==> config.mk <==
export PLATFORM = sky130hd
export DESIGN_NAME = pctd_seq
export DESIGN_NICKNAME = d
export VERILOG_FILES = /design/src/hw/rtl/pctd_pkg.sv /design/src/hw/rtl/pctd_seq.sv
export SDC_FILE = /design/constraint.sdc
export NUM_CORES = 1
export LEC_CHECK = 0
export BUFFER_PORTS_ARGS = -buffer_cell sky130_fd_sc_hd__buf_2
export CAP_MARGIN = 10
export CORE_MARGIN = 4
export CORE_UTILIZATION = 32
export CTS_CLUSTER_DIAMETER = 80
export DETAILED_ROUTE_END_ITERATION = 6
export PLACE_DENSITY = 0.56
export SLEW_MARGIN = 40
export SYNTH_ARGS = -nofsm -noshare
export SYNTH_HDL_FRONTEND = slang
export SYNTH_SLANG_ARGS = --single-unit
export TNS_END_PERCENT = 10
==> constraint.sdc <==
create_clock -name i_clk -period 4.4 [get_ports i_clk]
set_input_delay 0.22 -clock i_clk [delete_from_list [all_inputs] [get_ports i_clk]]
set_output_delay 0.22 -clock i_clk [all_outputs]
set_load 0.1 [all_outputs]
==> src/hw/rtl/pctd_pkg.sv <==
`default_nettype none

package pctd_pkg;

    // field widths of one input word and one output word
    localparam int SYM_W  = 8;
    localparam int CODE_W = 16;
    localparam int LEN_W  = 5;

    // default sizing
    localparam int NODES_DEF   = 512;
    localparam int MAX_LEN_DEF = 16;

    // symbol of a freshly created node (ASCII '0')
    localparam logic [SYM_W-1:0] INIT_SYMBOL = 8'd48;

    // operation select carried in tuser
    localparam logic FN_INSERT = 1'b0;
    localparam logic FN_DECODE = 1'b1;

    // result status
    localparam logic ST_OK   = 1'b0;
    localparam logic ST_FULL = 1'b1;

    typedef struct packed {
        logic              func;
        logic [SYM_W-1:0]  symbol;
        logic [CODE_W-1:0] code_bits;
        logic [LEN_W-1:0]  code_len;
        logic              bit_req;
    } t_item;

    typedef struct packed {
        logic [SYM_W-1:0] decoded_symbol;
        logic             status;
    } t_res;

endpackage

`default_nettype wire

==> src/hw/rtl/pctd_seq.sv <==
`default_nettype none

module pctd_seq
    import pctd_pkg::*;
#(
    parameter int NODES   = NODES_DEF,
    parameter int MAX_LEN = MAX_LEN_DEF,
    localparam int AW = $clog2(NODES),
    localparam int CW = $clog2(NODES + 1),
    localparam int LW = $clog2(MAX_LEN + 1),
    localparam int RW = SYM_W + 2 * AW
) (
    input  wire logic          i_clk,
    input  wire logic          i_rst_n,
    // input word
    input  wire logic          i_valid,
    output logic               o_ready,
    input  wire t_item         i_item,
    // result
    output logic               o_res_valid,
    input  wire logic          i_res_ready,
    output t_res               o_res,
    // node table
    output logic      [CW-1:0] o_used,
    output logic               o_rd_en,
    output logic      [AW-1:0] o_rd_addr,
    input  wire logic [RW-1:0] i_rd_row,
    output logic               o_wr_en,
    output logic      [AW-1:0] o_wr_addr,
    output logic      [RW-1:0] o_wr_row
);

    localparam logic [3:0] S_IDLE     = 4'd0;
    localparam logic [3:0] S_INS_RD   = 4'd1;
    localparam logic [3:0] S_INS_CHK  = 4'd2;
    localparam logic [3:0] S_INS_NEW  = 4'd3;
    localparam logic [3:0] S_SYM_RD   = 4'd4;
    localparam logic [3:0] S_SYM_WR   = 4'd5;
    localparam logic [3:0] S_DEC_RD   = 4'd6;
    localparam logic [3:0] S_DEC_CHK  = 4'd7;
    localparam logic [3:0] S_KID_RD   = 4'd8;
    localparam logic [3:0] S_DEC_LEAF = 4'd9;
    localparam logic [3:0] S_OUT      = 4'd10;

    logic [3:0]        r_state, n_state;
    logic [CW-1:0]     r_used, n_used;
    logic [AW-1:0]     r_walk, n_walk;
    logic [AW-1:0]     r_cur, n_cur;
    logic [LW-1:0]     r_n, n_n;
    logic [SYM_W-1:0]  r_sym, n_sym;
    logic [CODE_W-1:0] r_code, n_code;
    logic              r_bit, n_bit;
    t_res              r_res, n_res;

    // fields of the row just read
    logic [AW-1:0]    w_left, w_right, w_link, w_child;
    logic [SYM_W-1:0] w_rsym;
    logic             w_leaf;
    logic [31:0]      w_code_ext;
    logic [4:0]       w_pos;
    logic             w_cbit;
    logic [LW-1:0]    w_len;

    assign w_left  = i_rd_row[AW-1:0];
    assign w_right = i_rd_row[2*AW-1:AW];
    assign w_rsym  = i_rd_row[RW-1:2*AW];
    assign w_leaf  = (w_left == '0) && (w_right == '0);

    // code bit under the walk; positions past the code field read as zero
    assign w_code_ext = {{(32 - CODE_W){1'b0}}, r_code};
    assign w_pos      = 5'(r_n - LW'(1));
    assign w_cbit     = w_code_ext[w_pos];

    // link selects: insert steps by code bit, decode by message bit
    assign w_link  = w_cbit ? w_right : w_left;
    assign w_child = r_bit ? w_right : w_left;

    // code length clamped to the deepest allowed walk
    assign w_len = ({1'b0, i_item.code_len} > 6'(MAX_LEN)) ? LW'(MAX_LEN)
                                                          : LW'(i_item.code_len);

    always_comb begin
        n_state   = r_state;
        n_used    = r_used;
        n_walk    = r_walk;
        n_cur     = r_cur;
        n_n       = r_n;
        n_sym     = r_sym;
        n_code    = r_code;
        n_bit     = r_bit;
        n_res     = r_res;
        o_rd_en   = 1'b0;
        o_rd_addr = r_cur;
        o_wr_en   = 1'b0;
        o_wr_addr = r_cur;
        o_wr_row  = i_rd_row;
        case (r_state)
            S_IDLE: begin
                if (i_valid) begin
                    n_sym  = i_item.symbol;
                    n_code = i_item.code_bits;
                    n_bit  = i_item.bit_req;
                    if (i_item.func == FN_INSERT) begin
                        n_n     = w_len;
                        n_cur   = '0;
                        n_state = (w_len == '0) ? S_SYM_RD : S_INS_RD;
                    end else begin
                        n_cur   = r_walk;
                        n_state = S_DEC_RD;
                    end
                end
            end
            S_INS_RD: begin
                o_rd_en = 1'b1;
                n_state = S_INS_CHK;
            end
            // follow an existing child, link in a new one, or report a full table
            S_INS_CHK: begin
                if (w_link != '0) begin
                    n_cur   = w_link;
                    n_n     = r_n - LW'(1);
                    n_state = (r_n == LW'(1)) ? S_SYM_RD : S_INS_RD;
                end else if (r_used == CW'(NODES)) begin
                    n_res   = '{decoded_symbol: '0, status: ST_FULL};
                    n_state = S_OUT;
                end else begin
                    o_wr_en  = 1'b1;
                    o_wr_row = w_cbit ? {w_rsym, AW'(r_used), w_left}
                                      : {w_rsym, w_right, AW'(r_used)};
                    n_state  = S_INS_NEW;
                end
            end
            // fresh node row: no children, initial symbol
            S_INS_NEW: begin
                o_wr_en   = 1'b1;
                o_wr_addr = AW'(r_used);
                o_wr_row  = {INIT_SYMBOL, {(2 * AW){1'b0}}};
                n_used    = r_used + CW'(1);
                n_cur     = AW'(r_used);
                n_n       = r_n - LW'(1);
                n_state   = (r_n == LW'(1)) ? S_SYM_RD : S_INS_RD;
            end
            S_SYM_RD: begin
                o_rd_en = 1'b1;
                n_state = S_SYM_WR;
            end
            S_SYM_WR: begin
                o_wr_en  = 1'b1;
                o_wr_row = {r_sym, w_right, w_left};
                n_state  = S_IDLE;
            end
            S_DEC_RD: begin
                o_rd_en = 1'b1;
                n_state = S_DEC_CHK;
            end
            // step to the child if present, else test the current node
            S_DEC_CHK: begin
                if (w_child != '0) begin
                    n_cur   = w_child;
                    n_state = S_KID_RD;
                end else if (w_leaf) begin
                    n_walk  = '0;
                    n_res   = '{decoded_symbol: w_rsym, status: ST_OK};
                    n_state = S_OUT;
                end else begin
                    n_walk  = r_cur;
                    n_state = S_IDLE;
                end
            end
            S_KID_RD: begin
                o_rd_en = 1'b1;
                n_state = S_DEC_LEAF;
            end
            S_DEC_LEAF: begin
                if (w_leaf) begin
                    n_walk  = '0;
                    n_res   = '{decoded_symbol: w_rsym, status: ST_OK};
                    n_state = S_OUT;
                end else begin
                    n_walk  = r_cur;
                    n_state = S_IDLE;
                end
            end
            S_OUT: begin
                if (i_res_ready) begin
                    n_state = S_IDLE;
                end
            end
            default: begin
                n_state = S_IDLE;
            end
        endcase
    end

    // control state
    always_ff @(posedge i_clk) begin
        if (!i_rst_n) begin
            r_state <= S_IDLE;
            r_used  <= CW'(1);
            r_walk  <= '0;
        end else begin
            r_state <= n_state;
            r_used  <= n_used;
            r_walk  <= n_walk;
        end
    end

    // working registers
    always_ff @(posedge i_clk) begin
        r_cur  <= n_cur;
        r_n    <= n_n;
        r_sym  <= n_sym;
        r_code <= n_code;
        r_bit  <= n_bit;
        r_res  <= n_res;
    end

    assign o_ready     = (r_state == S_IDLE);
    assign o_res_valid = (r_state == S_OUT);
    assign o_res       = r_res;
    assign o_used      = r_used;

endmodule

`default_nettype wire

After elaboration in Yosys (flattened, before gate mapping):

Cells that the tools add are included.

* add/subtract/negate cells: 2
* multiply operators: 0
* div/mod/pow operators: 0
* $lt $le $gt $ge: 2
* equality and inequality tests: 20
* shifts and indexed selects: 0
* mux-type cells: 41
* bitwise logic cells: 0
* reductions and logical operators: 19

Operators with widths (number)
* $mux 9: 13
* $pmux 26 s3: 1
* $mux 18: 3
* $pmux 4 s10: 1
* $pmux 9 s4: 1
* $pmux 9 s3: 1
* $mux 4: 6
* $mux 5: 4
* $logic_not 9->1: 2
* $pmux 9 s2: 1
* $reduce_bool 9->1: 2
* $eq 4x3->1 const B: 4
* $pmux 5 s3: 1
* $ne 2x2->1 const B: 7
* $eq 4x4->1 const B: 3
* $reduce_and 4->1: 3
* $add 10x1->10 const B: 1
* $eq 10x10->1 const B: 1
* $mux 3: 3
* $eq 4x2->1 const B: 2
* $lt 5x6->1 const B: 1
* $reduce_and 2->1: 3
* $reduce_bool 3->1: 2
* $bmux 1 s5: 1
* other kinds (14): 17

* register bits: 71
* latch bits: 0
* memory bits (writable): 0
* bits in read-only memories: 0
* bits of input ports: 61
* word-level logic and storage cells: 94
* memories: 0

Logic depth before layout (Yosys ltp):

* depth after elaboration: 7
* mapped depth: 12
* depth with buffers taken out: 8

Worst setup path after synthesis:

OpenSTA, ideal clock, no wires.

* kind: register to register
* start: register r_state[3]
* end: register r_bit, enable pin
* setup time: 0.384 ns
* arrival: 4.595 ns
* path slack: -0.579 ns
* cell stages (with the launch flop): 5
* path buffers: 2
* clock period less this slack: 4.979 ns
* cell sequence: dfxtp_1 > clkbuf_1 > clkbuf_1 > nor4_1 > and2_1

* longest elaborated chain between the ends: 2

RTL lines
* from (decl): RTL line pctd_seq.sv:45 `logic [3:0] r_state, n_state;`
* from (signal assigned): RTL line pctd_seq.sv:202 `r_state <= n_state;`
* $logic_not 4->1
* via o_ready: RTL line pctd_seq.sv:17 `output logic o_ready,`
* $reduce_and 2->1 (no source line)
* to (signal assigned): RTL line pctd_seq.sv:214 `r_bit <= n_bit;`
* to (decl): RTL line pctd_seq.sv:52 `logic r_bit, n_bit;`

The timed path passes the listed nets, and every way through them passes these cells.
A chain may end at the register's enable or synchronous reset.

Final worst setup path:

* start: register r_n[0]
* end: output o_wr_row[8]

* longest elaborated chain between the ends: 7
* elaborated cells between the ends (all ways): 9

RTL lines
* from (decl): RTL line pctd_seq.sv:49 `logic [LW-1:0] r_n, n_n;`
* from (signal assigned): RTL line pctd_seq.sv:211 `r_n <= n_n;`
* $sub 5x1->5 *: RTL line pctd_seq.sv:71 `assign w_pos = 5'(r_n - LW'(1));`
* $bmux 1 s5 *: RTL line pctd_seq.sv:72 `assign w_cbit = w_code_ext[w_pos];`
* $mux 1 (not written as such) *: RTL line pctd_seq.sv:72
* $mux 9 or $mux 18 (tied branches): RTL line pctd_seq.sv:75, pctd_seq.sv:128
* $reduce_bool 9->1 or $mux 18 (tied branches): RTL line pctd_seq.sv:119, pctd_seq.sv:123
* $mux 18 *: RTL line pctd_seq.sv:119 `if (w_link != '0) begin`
* $pmux 26 s3 *: RTL line pctd_seq.sv:97 `case (r_state)`
* to (decl): RTL line pctd_seq.sv:30 `output logic [RW-1:0] o_wr_row`

Every way passes the cells marked *; elsewhere a longest branch is shown, timed or not. The select of a mux whose other input is x is not followed.

==> summary.txt <==
Clock tree
  • Clock Pin Slew Worst Setup and Hold Paths: 60 ps
  • Clock buffer depth: 2
  • Clk Latency, worst-skew pair: 350 ps
  • H-tree Lvls: 3
  • CTS buffer count: 9
  • Post-CTS setup buffer count: 0
  • CTS tree: yes
  • Clock Sinks: 71
  • Post-cts sizing count: 0
  • Root buf cell: clkbuf_16
  • # hold bufs at CTS: 0

Global routing
  • GR Overflow Total: 0
  • Total GRT Usage: 16.5%
  • Initial antenna violation count: 0
  • First-pass GRT wire length: 20,800 um
  • Largest net degree at the start of global routing: 32
  • Vias in the first global route: 3,957

Route
  • Vias: 3,956
  • Initial drt markers: 318
  • Final antenna-violating net count: 0
  • DR WL/cell: 16.9 um
  • Detail-routed via count per cell: 5.24
  • Drt first pass iters: 6
  • DRC viols: 0
  • Post-Route WL: 12,800 um

STA
  • Fin Setup TNS: 0 ps
  • Final clock period utilization by the worst path: 89.6%
  • Max Clock Skew: 7.03 ps
  • Setup Viol. Count Final: 0
  • Slew HR: 45.8%
  • Final hold vios: 0
  • Fin crit period: 3940 ps
  • Least-Margin Pin Slew: 811 ps
  • Max frequency: 254 MHz
  • RSZ-0062 raised after global routing: false
  • Pins Over Slew Limit: 0

Synth
  • FFs w/ async S/R, synth: 0%
  • Synthesized Nets: 533
  • Post-synthesis sequential area ratio: 43.8%
  • Synth warnings: 0
  • Most used DFF post-synth: edfxtp_1
  • FF+latch count, synth: 71
  • Synthesized instance count: 468
  • Avg Inst Size Synth: 9.27 sq um
  • Synthesized area: 4340 sq um
  • EDFF count, synth: 48
  • Synth cell types: 59

Die
  • Die Wd: 124 um
  • Die area: 15,500 sq um
  • # rows: 42
  • Initial Utilization: 32.8%
  • Core area: 13,200 sq um
  • Die Span Y: 124 um
  • Top Ports: 128

Hold path
  • Min-Delay Path Class: primary input to register

Final layout
  • # fillers: 1,352
  • Share of layout cells above drive strength 1: 29.9%
  • Post-route design area: 5390 sq um
  • Antenna diodes: 0
  • Nets: 639
  • Synth-to-layout area growth: 24.2%

Setup path
  • Delay-heaviest family, CP: simple AND/OR/NAND/NOR gates
  • CP Capture Type: primary output
  • CP arrival: 3720 ps
  • Worst Path Max Fanout: 14
  • CP cell instances: inv_1 -> ha_1 -> mux2i_1 -> nand3_1 -> and4_4 -> a22o_2 -> nor3_4 -> a22o_1 -> buf_2
  • Setup Crit Path Kind: register to primary output
  • Buf/Inv on CP: 2
  • Critical Path RT: 4180 ps
  • Slowest CP cell: ha_1
  • Setup crit start kind: register
  • CP max stage delay: 600 ps

Run status
  • Status: finished clean

Power
  • Lkg Pwr: 2.15 nW
  • Areal power density over the cells: 536 nW/um^2
  • Worst vdd ir: 0.354 mV

Job
  • Maxcap violations: 0

Place
  • # port buffers: 127
  • GPL Wtd Cong: 0.832
  • Placement Cell Area: 5110 sq um
  • Hpwl dp: 9260 um
worst paths after layout:
path                   start           to  slack [ps]  cells after the start
setup / recovery      r_n[0]  o_wr_row[8]         460                      9
hold / removal    i_item[25]     r_sym[3]          50                      1
setup reg to reg      r_n[0]       r_n[4]        1000                      8
hold reg to reg    r_walk[4]    r_walk[4]         470                      2
report_power, final:
group	switching, mW	internal (mW)
Clock	0.303	0.387
Combinational	1.01	0.295
Sequential	0.0772	0.822
Total	1.39	1.50
sequential cells by signal, summed over array words and instances, names as in the netlist:
| signal | flops |
|---|---|
| r_code | 16 |
| o_rd_addr | 9 |
| r_n | 5 |
| r_bit | 1 |
| o_used | 10 |
| o_res | 9 |
| r_state | 4 |
| r_sym | 8 |
| r_walk | 9 |
layout by cell type (no fill, tap or decap), types with 4 or more instances in the layout:
master,n
clkbuf_16,9
nor2_1,28
mux2_2,10
dfxtp_1,23
nand4_1,4
a21oi_1,25
o21ai_0,24
inv_1,7
ha_1,4
nor2b_1,11
buf_4,6
nand2b_1,12
xnor2_1,8
a222oi_1,8
and2_1,8
nand2_1,62
a21boi_1,9
edfxtp_1,48
buf_2,127
and3_1,5
nand3b_1,5
nand3_1,26
nor3_1,4
mux2i_1,21
a22o_1,18
o21ai_1,9
layer usage:
layer / GRT usage (%) / routed length [um]
met1: 21.4 / 5760
met2: 25.6 / 5710
met3: 6.05 / 1080
met4: 4.96 / 200
met5: 0 / 0
through the flow:
step / worst slack [ps] / total power, mW / hold WS [ps] / utilization, % / std cells
floorplan: 438 / 1.99 / 319 / - / 468
global placement: 687 / 2.20 / 397 / 38.5 / 739
detailed placement: 829 / 2.22 / 398 / 38.6 / 739
CTS: 440 / 2.92 / 31.0 / 40.7 / 755
global route: 252 / 3.02 / 30.8 / 40.7 / 755
finish: 460 / 2.89 / 46.5 / 40.7 / 755
area by class of cell:
class                           count  area [sq um]  share of cell area, %
Tap cell                          176           220                   4.09
Timing Repair Buffer              133           681                   12.6
Sequential cell                    71          1900                   35.3
Multi-Input combinational cell    352          2280                   42.3
Clock inverter                      7          57.6                   1.07
Clock buffer                        9           225                   4.18
Inverter                            7          26.3                  0.488
Yosys cell counts, types with 2 or more instances:
master / instances / share of area [%]
a21o_1: 2 / 0.35
a21oi_1: 25 / 2.9
nand2b_1: 12 / 1.7
o211ai_1: 3 / 0.52
nor2b_1: 11 / 1.6
nor3_1: 4 / 0.46
or3_1: 3 / 0.43
o21ai_1: 9 / 1.0
a21boi_0: 3 / 0.52
clkbuf_1: 28 / 2.4
nor4_1: 3 / 0.43
a21boi_1: 9 / 1.6
nand2_1: 63 / 5.4
nand3b_1: 5 / 0.87
and3_1: 5 / 0.72
mux2i_1: 21 / 4.8
mux2_2: 10 / 2.6
a31oi_1: 2 / 0.29
nor3b_1: 2 / 0.35
inv_1: 7 / 0.61
buf_1: 3 / 0.26
dfxtp_1: 23 / 11
edfxtp_1: 48 / 33
xnor2_1: 8 / 1.6
o22ai_1: 3 / 0.43
nor4b_1: 2 / 0.40
nor2_1: 28 / 2.4
a211oi_1: 3 / 0.52
nand3_1: 26 / 3.0
o21bai_1: 2 / 0.35
ha_1: 4 / 1.2
a222oi_1: 8 / 1.8
buf_2: 5 / 0.58
o21ai_0: 24 / 2.8
nand4_1: 4 / 0.58
a22o_1: 19 / 3.8
and2_1: 9 / 1.3
cell families (layout without fill, tap and decap cells):
family	after synthesis	count (layout)	synth area share, %
and+or+nand+nor	185	185	21.8
AOI/OAI and AO/OA	120	120	18.6
DFF	71	71	43.8
buffers and inverters	45	156	4.30
muxes	32	32	7.79
xor gates and xnor gates	11	11	2.57
adders and majority gates	4	4	1.15
No activity file was read; power rests on OpenSTA's default activity.
